===== src/rtl/core/hnorm_pkg.sv =====
// Shared types and constants for the height-field normal generator.
// No dependencies; imported by every module in rtl/core.
package hnorm_pkg;

    localparam int GRID_SIZE   = 16;
    localparam int HEIGHT_BITS = 16;
    localparam int COL_W       = $clog2(GRID_SIZE);
    localparam int ADDR_W      = $clog2(2 * GRID_SIZE);
    localparam int CELL_W      = 4;
    localparam int SCALE_W     = 24;
    localparam int AX_W        = HEIGHT_BITS + SCALE_W;
    localparam int MUL_W       = 30;
    localparam int SUM_W       = 63;
    localparam int LEN_W       = 31;
    localparam int NUM_W       = 46;
    localparam int Q_W         = 16;

    localparam logic [SCALE_W-1:0] SCALE_RESET = SCALE_W'(200);
    localparam logic [COL_W-1:0]   LAST_POS    = COL_W'(GRID_SIZE - 1);
    localparam logic [AX_W-1:0]    AY_INIT     = AX_W'(2 << 16);

    typedef struct packed {
        logic [HEIGHT_BITS-1:0] pr;
        logic [HEIGHT_BITS-1:0] nr;
        logic [HEIGHT_BITS-1:0] pc;
        logic [HEIGHT_BITS-1:0] nc;
        logic [CELL_W-1:0]      row;
        logic [CELL_W-1:0]      col;
        logic                   last;
    } job_t;

    typedef enum logic [1:0] {
        F_IDLE,
        F_READ,
        F_PUSH
    } front_state_t;

    typedef enum logic [3:0] {
        B_IDLE,
        B_MULX,
        B_MULZ,
        B_NORM,
        B_SQX,
        B_SQY,
        B_SQZ,
        B_SQRT,
        B_LEN,
        B_DSET,
        B_DIV,
        B_DFIN,
        B_OUT
    } back_state_t;

    function automatic logic [ADDR_W-1:0] slot(input logic par, input logic [COL_W-1:0] col);
        slot = ADDR_W'(col) + (par ? ADDR_W'(GRID_SIZE) : ADDR_W'(0));
    endfunction

endpackage


===== src/rtl/core/heightfield_normal_generator.sv =====
// Top level of the height-field normal generator.
// Depends on hnorm_pkg, hnorm_front, hnorm_fifo, hnorm_back.
//
//  channel   signals                         direction
//  input     in_valid/in_ready, height       word in
//  output    out_valid/out_ready, normal_*   word out
//  config    cfg_we, cfg_wdata               height_scale write
//
// Front: a word of row 0 is only stored; other words go through line store
// reads and a push, and the last word also flushes the final row cell by
// cell. Back: one normal at a time, by the 32-step square root and three
// 16-step serial divisions. rst_n clears control state and height_scale to
// 200. Either side stalls independently through the two-entry job queue.
module heightfield_normal_generator (
    input  logic                           clk,
    input  logic                           rst_n,
    input  logic                           in_valid,
    output logic                           in_ready,
    input  logic [15:0]                    height,
    output logic                           out_valid,
    input  logic                           out_ready,
    output logic signed [15:0]             normal_x,
    output logic [14:0]                    normal_y,
    output logic signed [15:0]             normal_z,
    output logic [3:0]                     cell_row,
    output logic [3:0]                     cell_column,
    output logic                           last_of_frame,
    input  logic                           cfg_we,
    input  logic [hnorm_pkg::SCALE_W-1:0]  cfg_wdata
);
    import hnorm_pkg::*;

    logic [SCALE_W-1:0] scale_reg;
    logic               push, pop, full, empty;
    job_t               push_job, pop_job;

    always_ff @(posedge clk or negedge rst_n)
    begin
        if (!rst_n)
        begin
            scale_reg <= SCALE_RESET;
        end
        else if (cfg_we)
        begin
            scale_reg <= cfg_wdata;
        end
    end

    hnorm_front u_front (
        .clk       (clk),
        .rst_n     (rst_n),
        .in_valid  (in_valid),
        .in_ready  (in_ready),
        .height    (height),
        .push      (push),
        .push_job  (push_job),
        .fifo_full (full)
    );

    hnorm_fifo u_fifo (
        .clk      (clk),
        .rst_n    (rst_n),
        .push     (push),
        .push_job (push_job),
        .full     (full),
        .pop      (pop),
        .pop_job  (pop_job),
        .empty    (empty)
    );

    hnorm_back u_back (
        .clk           (clk),
        .rst_n         (rst_n),
        .fifo_empty    (empty),
        .pop           (pop),
        .job           (pop_job),
        .height_scale  (scale_reg),
        .out_valid     (out_valid),
        .out_ready     (out_ready),
        .normal_x      (normal_x),
        .normal_y      (normal_y),
        .normal_z      (normal_z),
        .cell_row      (cell_row),
        .cell_column   (cell_column),
        .last_of_frame (last_of_frame)
    );

endmodule


===== src/rtl/core/hnorm_fifo.sv =====
// Two-entry job queue between the front and the back.
// Depends on hnorm_pkg (job_t).
module hnorm_fifo (
    input  logic              clk,
    input  logic              rst_n,
    input  logic              push,
    input  hnorm_pkg::job_t   push_job,
    output logic              full,
    input  logic              pop,
    output hnorm_pkg::job_t   pop_job,
    output logic              empty
);
    import hnorm_pkg::*;

    job_t       q_mem [2];
    logic       wr_ptr_reg;
    logic       rd_ptr_reg;
    logic [1:0] count_reg;

    assign full    = (count_reg == 2'd2);
    assign empty   = (count_reg == 2'd0);
    assign pop_job = q_mem[rd_ptr_reg];

    always_ff @(posedge clk)
    begin
        if (push)
        begin
            q_mem[wr_ptr_reg] <= push_job;
        end
    end

    always_ff @(posedge clk or negedge rst_n)
    begin
        if (!rst_n)
        begin
            wr_ptr_reg <= 1'b0;
            rd_ptr_reg <= 1'b0;
            count_reg  <= 2'd0;
        end
        else
        begin
            if (push)
            begin
                wr_ptr_reg <= ~wr_ptr_reg;
            end
            if (pop)
            begin
                rd_ptr_reg <= ~rd_ptr_reg;
            end
            if (push && !pop)
            begin
                count_reg <= count_reg + 2'd1;
            end
            else if (pop && !push)
            begin
                count_reg <= count_reg - 2'd1;
            end
        end
    end

endmodule


===== src/rtl/core/hnorm_front.sv =====
// Front end: takes height words, keeps two rows in a line store, gathers
// neighbors and queues one job per normal. Depends on hnorm_pkg.
module hnorm_front (
    input  logic                              clk,
    input  logic                              rst_n,
    input  logic                              in_valid,
    output logic                              in_ready,
    input  logic [15:0]                       height,
    output logic                              push,
    output hnorm_pkg::job_t                   push_job,
    input  logic                              fifo_full
);
    import hnorm_pkg::*;

    logic [HEIGHT_BITS-1:0] row_store [2*GRID_SIZE];
    logic [HEIGHT_BITS-1:0] rd_data_reg;

    front_state_t state_reg, state_next;
    logic [COL_W-1:0] row_reg, row_next;
    logic [COL_W-1:0] col_reg, col_next;
    logic [COL_W-1:0] tgt_row_reg, tgt_row_next;
    logic [COL_W-1:0] tgt_col_reg, tgt_col_next;
    logic             flush_reg, flush_next;
    logic [2:0]       ph_reg, ph_next;

    logic [COL_W-1:0]       cur_row_reg;
    logic [COL_W-1:0]       cur_col_reg;
    logic                   end_reg;
    logic [HEIGHT_BITS-1:0] h_reg;
    logic [HEIGHT_BITS-1:0] centre_reg, up_reg, left_reg, right_reg;

    logic                   accept;
    logic                   mem_we;
    logic [ADDR_W-1:0]      mem_waddr;
    logic [HEIGHT_BITS-1:0] mem_wdata;
    logic [ADDR_W-1:0]      rd_addr;

    assign accept = in_ready && in_valid;

    // next state
    always_comb
    begin
        state_next   = state_reg;
        row_next     = row_reg;
        col_next     = col_reg;
        tgt_row_next = tgt_row_reg;
        tgt_col_next = tgt_col_reg;
        flush_next   = flush_reg;
        ph_next      = ph_reg;
        unique case (state_reg)
            F_IDLE:
            begin
                if (in_valid)
                begin
                    if (col_reg == LAST_POS)
                    begin
                        col_next = '0;
                        row_next = (row_reg == LAST_POS) ? '0 : row_reg + 1'b1;
                    end
                    else
                    begin
                        col_next = col_reg + 1'b1;
                    end
                    if (row_reg != '0)
                    begin
                        tgt_row_next = row_reg - 1'b1;
                        tgt_col_next = col_reg;
                        flush_next   = 1'b0;
                        ph_next      = '0;
                        state_next   = F_READ;
                    end
                end
            end
            F_READ:
            begin
                ph_next = ph_reg + 3'd1;
                if (ph_reg == 3'd4)
                begin
                    state_next = F_PUSH;
                end
            end
            F_PUSH:
            begin
                if (!fifo_full)
                begin
                    ph_next = '0;
                    if (!flush_reg)
                    begin
                        if (end_reg)
                        begin
                            flush_next   = 1'b1;
                            tgt_row_next = cur_row_reg;
                            tgt_col_next = '0;
                            state_next   = F_READ;
                        end
                        else
                        begin
                            state_next = F_IDLE;
                        end
                    end
                    else if (tgt_col_reg == LAST_POS)
                    begin
                        state_next = F_IDLE;
                    end
                    else
                    begin
                        tgt_col_next = tgt_col_reg + 1'b1;
                        state_next   = F_READ;
                    end
                end
            end
            default:
            begin
                state_next = F_IDLE;
            end
        endcase
    end

    // outputs
    always_comb
    begin
        in_ready  = 1'b0;
        push      = 1'b0;
        mem_we    = 1'b0;
        mem_waddr = slot(cur_row_reg[0], cur_col_reg);
        mem_wdata = h_reg;
        unique case (state_reg)
            F_IDLE:
            begin
                in_ready = 1'b1;
                if (in_valid && row_reg == '0)
                begin
                    mem_we    = 1'b1;
                    mem_waddr = slot(row_reg[0], col_reg);
                    mem_wdata = height[HEIGHT_BITS-1:0];
                end
            end
            F_READ:
            begin
            end
            F_PUSH:
            begin
                push   = !fifo_full;
                mem_we = !fifo_full && !flush_reg;
            end
            default:
            begin
            end
        endcase
    end

    always_comb
    begin
        unique case (ph_reg[1:0])
            2'd0:    rd_addr = slot(tgt_row_reg[0], tgt_col_reg);
            2'd1:    rd_addr = slot(~tgt_row_reg[0], tgt_col_reg);
            2'd2:    rd_addr = slot(tgt_row_reg[0], tgt_col_reg - 1'b1);
            default: rd_addr = slot(tgt_row_reg[0], tgt_col_reg + 1'b1);
        endcase
    end

    always_comb
    begin
        push_job.pr   = (tgt_row_reg == '0) ? centre_reg : up_reg;
        push_job.nr   = flush_reg ? centre_reg : h_reg;
        push_job.pc   = (tgt_col_reg == '0) ? centre_reg : left_reg;
        push_job.nc   = (tgt_col_reg == LAST_POS) ? centre_reg : right_reg;
        push_job.row  = CELL_W'(tgt_row_reg);
        push_job.col  = CELL_W'(tgt_col_reg);
        push_job.last = flush_reg && (tgt_col_reg == LAST_POS);
    end

    always_ff @(posedge clk)
    begin
        if (mem_we)
        begin
            row_store[mem_waddr] <= mem_wdata;
        end
        rd_data_reg <= row_store[rd_addr];
    end

    always_ff @(posedge clk)
    begin
        if (accept)
        begin
            h_reg       <= height[HEIGHT_BITS-1:0];
            cur_row_reg <= row_reg;
            cur_col_reg <= col_reg;
            end_reg     <= (row_reg == LAST_POS) && (col_reg == LAST_POS);
        end
        if (state_reg == F_READ)
        begin
            unique case (ph_reg)
                3'd1:    centre_reg <= rd_data_reg;
                3'd2:    up_reg     <= rd_data_reg;
                3'd3:    left_reg   <= rd_data_reg;
                3'd4:    right_reg  <= rd_data_reg;
                default: ;
            endcase
        end
    end

    always_ff @(posedge clk or negedge rst_n)
    begin
        if (!rst_n)
        begin
            state_reg   <= F_IDLE;
            row_reg     <= '0;
            col_reg     <= '0;
            tgt_row_reg <= '0;
            tgt_col_reg <= '0;
            flush_reg   <= 1'b0;
            ph_reg      <= '0;
        end
        else
        begin
            state_reg   <= state_next;
            row_reg     <= row_next;
            col_reg     <= col_next;
            tgt_row_reg <= tgt_row_next;
            tgt_col_reg <= tgt_col_next;
            flush_reg   <= flush_next;
            ph_reg      <= ph_next;
        end
    end

endmodule


===== src/rtl/core/hnorm_back.sv =====
// Back end: scales differences, normalizes by an iterative square root and
// three serial divisions, holds the result word. Depends on hnorm_pkg.
module hnorm_back (
    input  logic                              clk,
    input  logic                              rst_n,
    input  logic                              fifo_empty,
    output logic                              pop,
    input  hnorm_pkg::job_t                   job,
    input  logic [hnorm_pkg::SCALE_W-1:0]     height_scale,
    output logic                              out_valid,
    input  logic                              out_ready,
    output logic signed [15:0]                normal_x,
    output logic [14:0]                       normal_y,
    output logic signed [15:0]                normal_z,
    output logic [3:0]                        cell_row,
    output logic [3:0]                        cell_column,
    output logic                              last_of_frame
);
    import hnorm_pkg::*;

    back_state_t state_reg, state_next;
    logic [4:0] cnt_reg, cnt_next;
    logic [3:0] step_reg, step_next;
    logic [1:0] comp_reg, comp_next;

    logic                   sx_reg, sz_reg;
    logic [HEIGHT_BITS-1:0] dx_reg, dz_reg;
    logic [AX_W-1:0]        ax_reg, ay_reg, az_reg;
    logic [SUM_W-1:0]       v_reg, res_reg;
    logic [LEN_W-1:0]       len_reg;
    logic [LEN_W-1:0]       rem_reg;
    logic [15:0]            lo_reg;
    logic [Q_W-1:0]         q_reg;
    logic [15:0]            nx_reg, nz_reg;
    logic [14:0]            ny_reg;
    logic [CELL_W-1:0]      row_reg, col_reg;
    logic                   last_reg;

    logic [MUL_W-1:0]   mul_a, mul_b;
    logic [2*MUL_W-1:0] prod;
    logic               big;
    logic [5:0]         sh;
    logic [SUM_W-1:0]   bitv, trial_s;
    logic [MUL_W-1:0]   mag;
    logic               neg;
    logic [NUM_W-1:0]   num;
    logic [LEN_W:0]     trial_d;
    logic [Q_W-1:0]     sat;

    assign big     = |{ax_reg[AX_W-1:MUL_W], ay_reg[AX_W-1:MUL_W], az_reg[AX_W-1:MUL_W]};
    assign sh      = 6'd62 - {cnt_reg, 1'b0};
    assign bitv    = SUM_W'(1) << sh;
    assign trial_s = res_reg + bitv;
    assign trial_d = {rem_reg, lo_reg[15]};
    assign num     = {1'b0, mag, 15'd0} + NUM_W'(len_reg >> 1);
    assign prod    = mul_a * mul_b;

    always_comb
    begin
        unique case (state_reg)
            B_MULX:
            begin
                mul_a = MUL_W'(dx_reg);
                mul_b = MUL_W'(height_scale);
            end
            B_MULZ:
            begin
                mul_a = MUL_W'(dz_reg);
                mul_b = MUL_W'(height_scale);
            end
            B_SQY:
            begin
                mul_a = ay_reg[MUL_W-1:0];
                mul_b = ay_reg[MUL_W-1:0];
            end
            B_SQZ:
            begin
                mul_a = az_reg[MUL_W-1:0];
                mul_b = az_reg[MUL_W-1:0];
            end
            default:
            begin
                mul_a = ax_reg[MUL_W-1:0];
                mul_b = ax_reg[MUL_W-1:0];
            end
        endcase
    end

    always_comb
    begin
        unique case (comp_reg)
            2'd0:
            begin
                mag = ax_reg[MUL_W-1:0];
                neg = sx_reg;
            end
            2'd1:
            begin
                mag = ay_reg[MUL_W-1:0];
                neg = 1'b0;
            end
            default:
            begin
                mag = az_reg[MUL_W-1:0];
                neg = sz_reg;
            end
        endcase
        if (neg)
        begin
            sat = 16'd0 - ((q_reg > 16'd32768) ? 16'd32768 : q_reg);
        end
        else
        begin
            sat = (q_reg > 16'd32767) ? 16'd32767 : q_reg;
        end
    end

    // next state
    always_comb
    begin
        state_next = state_reg;
        cnt_next   = cnt_reg;
        step_next  = step_reg;
        comp_next  = comp_reg;
        unique case (state_reg)
            B_IDLE: if (!fifo_empty) state_next = B_MULX;
            B_MULX: state_next = B_MULZ;
            B_MULZ: state_next = B_NORM;
            B_NORM: if (!big) state_next = B_SQX;
            B_SQX:  state_next = B_SQY;
            B_SQY:  state_next = B_SQZ;
            B_SQZ:
            begin
                cnt_next   = '0;
                state_next = B_SQRT;
            end
            B_SQRT:
            begin
                cnt_next = cnt_reg + 5'd1;
                if (cnt_reg == 5'd31)
                begin
                    state_next = B_LEN;
                end
            end
            B_LEN:
            begin
                comp_next  = '0;
                state_next = B_DSET;
            end
            B_DSET:
            begin
                step_next  = '0;
                state_next = B_DIV;
            end
            B_DIV:
            begin
                step_next = step_reg + 4'd1;
                if (step_reg == 4'd15)
                begin
                    state_next = B_DFIN;
                end
            end
            B_DFIN:
            begin
                if (comp_reg == 2'd2)
                begin
                    state_next = B_OUT;
                end
                else
                begin
                    comp_next  = comp_reg + 2'd1;
                    state_next = B_DSET;
                end
            end
            B_OUT:  if (out_ready) state_next = B_IDLE;
            default: state_next = B_IDLE;
        endcase
    end

    // outputs
    always_comb
    begin
        pop       = (state_reg == B_IDLE) && !fifo_empty;
        out_valid = (state_reg == B_OUT);
    end

    assign normal_x      = nx_reg;
    assign normal_y      = ny_reg;
    assign normal_z      = nz_reg;
    assign cell_row      = row_reg;
    assign cell_column   = col_reg;
    assign last_of_frame = last_reg;

    always_ff @(posedge clk)
    begin
        unique case (state_reg)
            B_IDLE:
            begin
                if (!fifo_empty)
                begin
                    sx_reg   <= job.nr < job.pr;
                    dx_reg   <= (job.nr < job.pr) ? job.pr - job.nr : job.nr - job.pr;
                    sz_reg   <= job.nc < job.pc;
                    dz_reg   <= (job.nc < job.pc) ? job.pc - job.nc : job.nc - job.pc;
                    ay_reg   <= AY_INIT;
                    row_reg  <= job.row;
                    col_reg  <= job.col;
                    last_reg <= job.last;
                end
            end
            B_MULX: ax_reg <= prod[AX_W-1:0];
            B_MULZ: az_reg <= prod[AX_W-1:0];
            B_NORM:
            begin
                if (big)
                begin
                    ax_reg <= ax_reg >> 1;
                    ay_reg <= ay_reg >> 1;
                    az_reg <= az_reg >> 1;
                end
            end
            B_SQX: v_reg <= SUM_W'(prod);
            B_SQY: v_reg <= v_reg + SUM_W'(prod);
            B_SQZ:
            begin
                v_reg   <= v_reg + SUM_W'(prod);
                res_reg <= '0;
            end
            B_SQRT:
            begin
                if (v_reg >= trial_s)
                begin
                    v_reg   <= v_reg - trial_s;
                    res_reg <= (res_reg >> 1) + bitv;
                end
                else
                begin
                    res_reg <= res_reg >> 1;
                end
            end
            B_LEN: len_reg <= (res_reg == '0) ? LEN_W'(1) : res_reg[LEN_W-1:0];
            B_DSET:
            begin
                rem_reg <= LEN_W'(num[NUM_W-1:16]);
                lo_reg  <= num[15:0];
                q_reg   <= '0;
            end
            B_DIV:
            begin
                lo_reg <= {lo_reg[14:0], 1'b0};
                if (trial_d >= {1'b0, len_reg})
                begin
                    rem_reg <= LEN_W'(trial_d - {1'b0, len_reg});
                    q_reg   <= {q_reg[Q_W-2:0], 1'b1};
                end
                else
                begin
                    rem_reg <= trial_d[LEN_W-1:0];
                    q_reg   <= {q_reg[Q_W-2:0], 1'b0};
                end
            end
            B_DFIN:
            begin
                unique case (comp_reg)
                    2'd0:    nx_reg <= sat;
                    2'd1:    ny_reg <= sat[14:0];
                    default: nz_reg <= sat;
                endcase
            end
            B_OUT: ;
            default: ;
        endcase
    end

    always_ff @(posedge clk or negedge rst_n)
    begin
        if (!rst_n)
        begin
            state_reg <= B_IDLE;
            cnt_reg   <= '0;
            step_reg  <= '0;
            comp_reg  <= '0;
        end
        else
        begin
            state_reg <= state_next;
            cnt_reg   <= cnt_next;
            step_reg  <= step_next;
            comp_reg  <= comp_next;
        end
    end

    a_norm_done: assert property (@(posedge clk) disable iff (!rst_n)
        (state_reg == B_SQX) |-> !big)
        else $error("components not below 2^30 at squaring");

    a_len_nonzero: assert property (@(posedge clk) disable iff (!rst_n)
        (state_reg == B_DIV) |-> (len_reg != '0))
        else $error("zero divisor");

    a_rem_bound: assert property (@(posedge clk) disable iff (!rst_n)
        (state_reg == B_DIV) |-> (rem_reg < len_reg))
        else $error("division remainder out of range");

endmodule

===== config.mk =====
export PLATFORM = sky130hd
export DESIGN_NAME = heightfield_normal_generator
export DESIGN_NICKNAME = d
export VERILOG_FILES = /design/src/rtl/core/hnorm_pkg.sv /design/src/rtl/core/heightfield_normal_generator.sv /design/src/rtl/core/hnorm_fifo.sv /design/src/rtl/core/hnorm_front.sv /design/src/rtl/core/hnorm_back.sv
export SDC_FILE = /design/constraint.sdc
export NUM_CORES = 2
export LEC_CHECK = 0
export ABC_CLOCK_PERIOD_IN_PS = 10700
export BUFFER_PORTS_ARGS = -buffer_cell sky130_fd_sc_hd__clkbuf_2
export CAP_MARGIN = 40
export CORE_ASPECT_RATIO = 0.7
export CORE_UTILIZATION = 50
export CTS_CLUSTER_SIZE = 14
export DETAILED_ROUTE_END_ITERATION = 8
export GPL_ROUTABILITY_DRIVEN = 0
export PLACE_DENSITY = 0.68
export SYNTH_ARGS = -nofsm -noshare
export SYNTH_HDL_FRONTEND = slang
export SYNTH_HIERARCHICAL = 1
export SYNTH_SLANG_ARGS = --single-unit

===== constraint.sdc =====
create_clock -name clk -period 10.7 [get_ports clk]
set_input_delay 2.14 -clock clk [delete_from_list [all_inputs] [get_ports clk]]
set_output_delay 2.14 -clock clk [all_outputs]
set_load 0.1 [all_outputs]

# After elaboration in Yosys (flattened, before gate mapping)
# Memory sizes are Yosys's and may differ from the RTL's. A register that Yosys moved wholly into a read port is not among the register bits.
# Cells that the tools add are included.
# Widths: inputs -> output; s select.
dict set report op_classes {
  n_div 0
  n_mul 1
  shifts 1
  magnitude_cmp 6
  bitwise_logic 4
  mux 92
  eq_ne 44
  n_reduce_logical 58
  addsub 29
}
# operator count
set op_table {}
lappend op_table {{$pmux 40 s2} 3}
lappend op_table {{$pmux 63 s3} 1}
lappend op_table {{$mux 16} 11}
lappend op_table {{$mux 40} 4}
lappend op_table {{$mux 63} 2}
lappend op_table {{$pmux 63 s2} 1}
lappend op_table {{$pmux 30 s4} 1}
lappend op_table {{$pmux 30 s3} 1}
lappend op_table {{$mux 4} 18}
lappend op_table {{$pmux 16 s2} 2}
lappend op_table {{$sub 16x16->16} 4}
lappend op_table {{$add 62x63->63} 1}
lappend op_table {{$add 63x60->63} 1}
lappend op_table {{$add 63x63->63} 1}
lappend op_table {{$ge 63x63->1} 1}
lappend op_table {{$logic_not 63->1} 1}
lappend op_table {{$shl 1x6->63 const A} 1}
lappend op_table {{$sub 63x63->63} 1}
lappend op_table {{$pmux 31 s2} 1}
lappend op_table {{$mul 30x30->60} 1}
lappend op_table {{$pmux 30 s2} 1}
lappend op_table {{$pmux 4 s13} 1}
lappend op_table {{$add 45x30->46} 1}
lappend op_table {{$eq 4x4->1 const B} 9}
lappend op_table {{other kinds (54)} 166}
dict set report word_totals {
  mem_bits_rw 658
  register_bits 584
  memories 2
  latch_bits 0
  output_inout_bits 58
  rom_bits 0
}
# name words width rd rd_ports_with_merged_regs write_ports line_no
set memory_table {}
lappend memory_table {u_front.row_store 32 16 1 1 1 hnorm_front.sv:15} ;# logic [HEIGHT_BITS-1:0] row_store [2*GRID_SIZE];
lappend memory_table {u_fifo.q_mem 2 73 1 0 1 hnorm_fifo.sv:15} ;# job_t q_mem [2];

# Depth between registers and ports, before layout
dict set report logic_depth {
  depth_word 7
  ltp_mapped 50
}

# Cells and area by module
# The synthesis kept the hierarchy.
# module n_inst area_each_um2 cells_each
set modules_own_cells {}
lappend modules_own_cells {hnorm_back 1 63912.5 7376}
lappend modules_own_cells {hnorm_front 1 25549.5 1764}
lappend modules_own_cells {hnorm_fifo 1 5701.7 243}
lappend modules_own_cells {heightfield_normal_generator 1 1001.0 51}

# Worst setup path before layout
# No wires, ideal clock.
dict set report synth_path {
  path_kind {reg-to-reg}
  start {register u_back.state_reg[3]}
  end {register u_back.v_reg[58], data pin}
  setup_time_ps 269
  path_slack_ps -662
  t_arrival_ps 11093
  path_stages_with_launch 48
  path_buffers 6
  synth_period_minus_slack_ps 11362
  path_cell_list {dfrtp_1 -> or2_2 -> clkbuf_1 -> a21oi_1 -> nor2_1 -> clkbuf_1 -> a221o_1 -> o21ai_0 -> and2_1 -> clkbuf_1 -> clkbuf_1 -> nor2_1 -> fa_1 -> fa_1 -> inv_1 -> fa_1 -> fa_1 -> inv_1 -> (+12 left out) -> a31oi_1 -> nor2b_1 -> o31a_1 -> o21ai_0 -> xor2_1 -> ha_1 -> clkbuf_1 -> a21oi_1 -> nor2b_1 -> o21ai_0 -> nand2b_1 -> a221oi_1 -> o21ai_0 -> a22o_1 -> a221o_1 -> xor2_1 -> a221oi_1 -> o21ai_0}
}
dict set report synth_via {
  elab_chain_len 6
  elab_cells_between_ends 13
}
# item line_no
set synth_lines {}
lappend synth_lines {{from (decl)} hnorm_back.sv:21} ;# back_state_t state_reg, state_next;
lappend synth_lines {{from (signal assigned)} hnorm_back.sv:286} ;# state_reg <= state_next;
lappend synth_lines {{$eq 4x1->1 or $eq 4x2->1 (tied branches)} hnorm_back.sv:60} ;# unique case (state_reg)
lappend synth_lines {{$reduce_or 2->1 (no line)} --}
lappend synth_lines {{$pmux 30 s3} hnorm_back.sv:60}
lappend synth_lines {{$mul 30x30->60} hnorm_back.sv:56} ;# assign prod = mul_a * mul_b;
lappend synth_lines {{$add 63x60->63} {hnorm_back.sv:223, hnorm_back.sv:226}}
lappend synth_lines {{$pmux 63 s3 *} hnorm_back.sv:196} ;# unique case (state_reg)
lappend synth_lines {{to (signal assigned)} hnorm_back.sv:222} ;# B_SQX: v_reg <= SUM_W'(prod);
lappend synth_lines {{to (signal assigned)} hnorm_back.sv:223} ;# B_SQY: v_reg <= v_reg + SUM_W'(prod);
lappend synth_lines {{to (signal assigned)} hnorm_back.sv:226} ;# v_reg <= v_reg + SUM_W'(prod);
lappend synth_lines {{to (decl)} hnorm_back.sv:29} ;# logic [SUM_W-1:0] v_reg, res_reg;
# Mark *: on every way between the ends. The rest lies on a longest branch, timed or not.
# A chain may end at the register's enable or synchronous reset.

# Final worst setup path
dict set report layout_path {
  start {register u_back.state_reg[0]}
  end {register u_back.v_reg[59], data pin}
}
# Same word-level chain as after synthesis.

==> results_tabular.tex <==
\begin{tabular}{lr}
\hline
Metric & Value \\
\hline
\multicolumn{2}{l}{\textbf{Min path}} \\
\quad Tightest Hold Check Type & reg -> reg \\
\quad Hold Startpoint & u\_front/rd\_data\_reg[10] \\
\quad Terminating pin of the worst hold path & u\_front/right\_reg[10] \\
\quad Hold Path Stages & 0 \\
\multicolumn{2}{l}{\textbf{Detailed routing}} \\
\quad Routed WL per cell & about 24 um \\
\quad Total Routed Length & around 300000 um \\
\quad \# DRC & 0 \\
\quad Detailed Routing Iterations Pass 1 & 6 \\
\quad Post-DR vias/cell & between 6 and 7 \\
\quad Detail Route Antenna Nets & 0 \\
\quad Detailed router's first-iteration violation count & about 9500 \\
\quad Total via count in the routed design & between 70000 and 80000 \\
\multicolumn{2}{l}{\textbf{Yosys}} \\
\quad Avg Cell Area, Syn & between 10 and 15 um2 \\
\quad Sequential share of the synthesized area & between 30\% and 40\% \\
\quad Post-synth top area cell & sky130\_fd\_sc\_hd\_\_edfxtp\_1 \\
\quad Number of distinct library cells after synthesis & 97 \\
\quad Count of flip-flops with a built-in enable after synthesis & 1155 \\
\quad Post-synth top flop & sky130\_fd\_sc\_hd\_\_edfxtp\_1 \\
\quad Post-synthesis register bit count & 1236 \\
\quad Cell area after technology mapping & $\sim$0.096 mm2 \\
\quad Fraction of post-synthesis cell area in the top cell type by area & 36.1\% \\
\quad Gate count after technology mapping & about 9400 \\
\quad Fraction of synthesis flops using an asynchronous set or reset pin & 5.26\% \\
\quad Number of warnings issued by yosys & 6 \\
\quad Post-synth net total & 10800 \\
\quad Cells taking the most area after synthesis & sky130\_fd\_sc\_hd\_\_edfxtp\_1 (36\%), sky130\_fd\_sc\_hd\_\_fa\_1 (16\%), sky130\_fd\_sc\_hd\_\_ha\_1 (7.4\%), sky130\_fd\_sc\_hd\_\_nand2\_1 (4.9\%), sky130\_fd\_sc\_hd\_\_inv\_1 (4.2\%) \\
\multicolumn{2}{l}{\textbf{Timing}} \\
\quad Final hold vios & 0 \\
\quad Hold WS & roughly 0.48 ns \\
\quad Minimum clock period & 11.08 ns \\
\quad Relative max-transition margin & between 20\% and 30\% \\
\quad Count of endpoints failing setup in the final report & 19 \\
\quad Largest clock skew in the final design & $\sim$0.1 ns \\
\quad Share of the cycle needed by the critical path after routing & 104\% \\
\quad Maximum frequency from static timing analysis & around 90 MHz \\
\quad Worst-case setup margin in the final layout & -0.384 ns \\
\quad RSZ-0062 raised after global routing & yes \\
\quad Slew @ Worst Pin & roughly 1.1 ns \\
\quad Max-slew violation total from the final report & 0 \\
\multicolumn{2}{l}{\textbf{CTS}} \\
\quad Clk pin slew, worst setup/hold paths & 0.07 ns \\
\quad Clock tree from TritonCTS & built \\
\quad Deepest clock path buffer count & 3 \\
\quad Hold buffers post-CTS & 0 \\
\quad H-Tree Level Count & 3 \\
\quad Worst-Skew Late Latency & about 0.8 ns \\
\quad \# clock sinks & roughly 1200 \\
\quad Cell at the root of the clock tree & sky130\_fd\_sc\_hd\_\_clkbuf\_16 \\
\quad Num CTS Buffers & between 100 and 150 \\
\multicolumn{2}{l}{\textbf{Worst setup path}} \\
\quad Required time at the worst-slack endpoint & roughly 11 ns \\
\quad Startpoint kind of the worst setup timing path & register \\
\quad Highest-delay cell along the critical path & sky130\_fd\_sc\_hd\_\_fa\_1 \\
\quad CP peak stage delay & 0.55 ns \\
\quad Logic depth of the worst register-to-register path & 46 \\
\quad Reg-to-reg critical path endpoint & u\_back/v\_reg[59] \\
\quad Crit Path Category & reg -> reg \\
\quad Startpoint of the worst register-to-register path & u\_back/state\_reg[0] \\
\quad Worst EP arrival & $\sim$12 ns \\
\quad Most used cell, CP & sky130\_fd\_sc\_hd\_\_fa\_1 \\
\quad Endpoint type of the worst setup path & register \\
\quad Worst-path maximum fanout & 6 \\
\quad Register-to-Register Setup Slack & -0.38 ns \\
\multicolumn{2}{l}{\textbf{Cells and area}} \\
\quad Registers with the highest flip-flop counts & u\_front/row\_store x512, u\_fifo/q\_mem x146 \\
\quad Flip-flop count of the largest register, all copies and words added & 512 \\
\quad Top library cells by usage in the layout, fill and taps aside & sky130\_fd\_sc\_hd\_\_nand2\_1 (1239), sky130\_fd\_sc\_hd\_\_edfxtp\_1 (1155), sky130\_fd\_sc\_hd\_\_inv\_1 (1063), sky130\_fd\_sc\_hd\_\_buf\_4 (890), sky130\_fd\_sc\_hd\_\_nor2\_1 (845) \\
\quad Area overhead of the layout relative to synthesis & 16.9\% \\
\quad Fraction of final layout cells with drive strength greater than 1 & $\sim$18\% \\
\quad Register containing the most flip-flops in the final layout & u\_front/row\_store \\
\quad Most frequent standard cell in the layout excluding fill and tap cells & sky130\_fd\_sc\_hd\_\_nand2\_1 \\
\quad Net count, final & about 12000 \\
\quad Final Cell Area & between 0.1 and 0.15 mm2 \\
\multicolumn{2}{l}{\textbf{Placement}} \\
\quad Placement-stage cell area & 0.106 mm2 \\
\quad Number of I/O port buffers & around 100 \\
\quad Post-placement setup slack & -0.973 ns \\
\quad HPWL after detailed placement & between 200000 and 250000 um \\
\multicolumn{2}{l}{\textbf{Die}} \\
\quad Count of standard-cell rows & $\sim$130 \\
\quad Placeable core region & roughly 0.19 mm2 \\
\quad Starting density of the core & 50.4\% \\
\quad Vert. Die Dim & $\sim$370 um \\
\quad Number of top-level pins & just over 100 \\
\quad Die area & between 0.15 and 0.2 mm2 \\
\quad Die boundary width & between 500 and 600 um \\
\multicolumn{2}{l}{\textbf{Status}} \\
\quad Violated checks & negative setup slack \\
\quad Run status & finished, violations left \\
\multicolumn{2}{l}{\textbf{Global routing}} \\
\quad Overflow left after global routing & 0 \\
\quad Maximum number of pins on one net before global-route repair & 160 \\
\quad Initial antenna violation count & 5 \\
\quad Number of global-route vias before repair & 74800 \\
\quad First-pass GRT wire length & 454000 um \\
\quad Total global-route track usage & 30.6\% \\
\multicolumn{2}{l}{\textbf{Pwr}} \\
\quad Power per Cell Area & roughly 120 mW/mm2 \\
\quad IR Drop Worst-Case VDD & just under 0.5 mV \\
\quad Cell leakage power & 48.9 nW \\
\multicolumn{2}{l}{\textbf{Job}} \\
\quad Max-capacitance violation count & 0 \\
\hline
\end{tabular}
through the flow:
step,power [mW],std cells,util (%),TNS (ns)
2_1_floorplan,8.40,9434,-,-0.00556
3_3_place_gp,9.65,12500,55.3,-22.81
3_5_place_dp,9.80,12500,55.4,-16.39
4_1_cts,14.1,12800,58.4,-1.10
5_1_grt,14.5,12800,58.9,-9.27
6_report,14.0,12800,58.9,-3.17
worst max-delay path by stage:
stage / start / endpoint / slack (ns)
floorplan: u_back/state_reg[3] / u_back/v_reg[58] / -0.006
global placement: u_back/state_reg[1] / u_back/v_reg[57] / -1.27
detailed placement: u_back/state_reg[3] / u_back/v_reg[58] / -0.97
CTS: u_back/state_reg[2] / u_back/v_reg[58] / -0.23
global route: u_back/state_reg[0] / u_back/v_reg[58] / -0.70
finish: u_back/state_reg[0] / u_back/v_reg[59] / -0.38
cells in the mapped netlist (60+ instances only):
cell type and count:
sky130_fd_sc_hd__nand2_1 1252, sky130_fd_sc_hd__edfxtp_1 1155, sky130_fd_sc_hd__inv_1 1088, sky130_fd_sc_hd__nor2_1 861
sky130_fd_sc_hd__fa_1 778, sky130_fd_sc_hd__ha_1 569, sky130_fd_sc_hd__a21oi_1 410, sky130_fd_sc_hd__clkbuf_1 391
sky130_fd_sc_hd__o21ai_0 309, sky130_fd_sc_hd__nand3_1 208, sky130_fd_sc_hd__a21o_1 193, sky130_fd_sc_hd__xnor2_1 184
sky130_fd_sc_hd__xor2_1 170, sky130_fd_sc_hd__a31oi_1 102, sky130_fd_sc_hd__nor3_1 102, sky130_fd_sc_hd__mux2_2 98
sky130_fd_sc_hd__mux2i_1 97, sky130_fd_sc_hd__mux2_4 80, sky130_fd_sc_hd__nand4_1 74, sky130_fd_sc_hd__a211oi_1 67
sky130_fd_sc_hd__a22oi_1 67, sky130_fd_sc_hd__a32oi_1 66, sky130_fd_sc_hd__dfrtp_1 62, sky130_fd_sc_hd__nor2b_1 62
sky130_fd_sc_hd__and3_1 60, sky130_fd_sc_hd__o21a_1 60, sky130_fd_sc_hd__o21bai_1 60
area by class of cell:
type                    instances  area, um2
diodes                          3       7.51
fillers                     15400      78400
clock buffers                 160       3260
well taps                    2516       3150
flip-flops and latches       1236      36600
inverters                    1096       4120
repair buffers               1115       9130
clock inverters                64        699
multi-input cells            6616      55400
cells by family after synthesis:
group / share of synthesized area, %
flops: 38.1
fa+ha+maj: 23.6
xor+xnor: 3.22
buf+inv: 6.39
compound gates: 12.1
mux: 3.41
simple gates: 13.2
repair_timing:
action | in CTS | in global routing
endpoints found under the setup margin | 32 | 32
cloned | 0 | 2
endpoints found under the hold margin | 0 | 0
resized for setup | 240 | 167
pin swaps | 143 | 155
buffers inserted | 67 | 42
power breakdown:
part / switching (mW) / internal (mW)
clock network: 1.95 / 2.33
logic: 2.79 / 1.18
registers: 0.165 / 5.62
total: 4.91 / 9.14
critical path, delay by kind of cell, from the launching register on:
kind | cells | cell delay, ns
flip-flops | 1 | 0.44
multiplexers | 1 | 0.23
buffers and inverters | 13 | 1.26
AND/OR/NAND/NOR | 7 | 1.29
adder cells (fa/ha/maj) | 10 | 4.61
AO/OA/AOI/OAI | 14 | 2.75
XOR/XNOR | 1 | 0.23
metal layers:
metal | GRT usage (%) | part of all wire, % | vias up
met3 | 9.17 | 13 | 586
met4 | 8.50 | 3.1 | 4
met1 | 44.3 | 42 | 38000
met5 | 0.222 | 0.030 | -
met2 | 44.3 | 42 | 4295
li1 | - | - | 34000
Power figures use the tool's default switching activity.
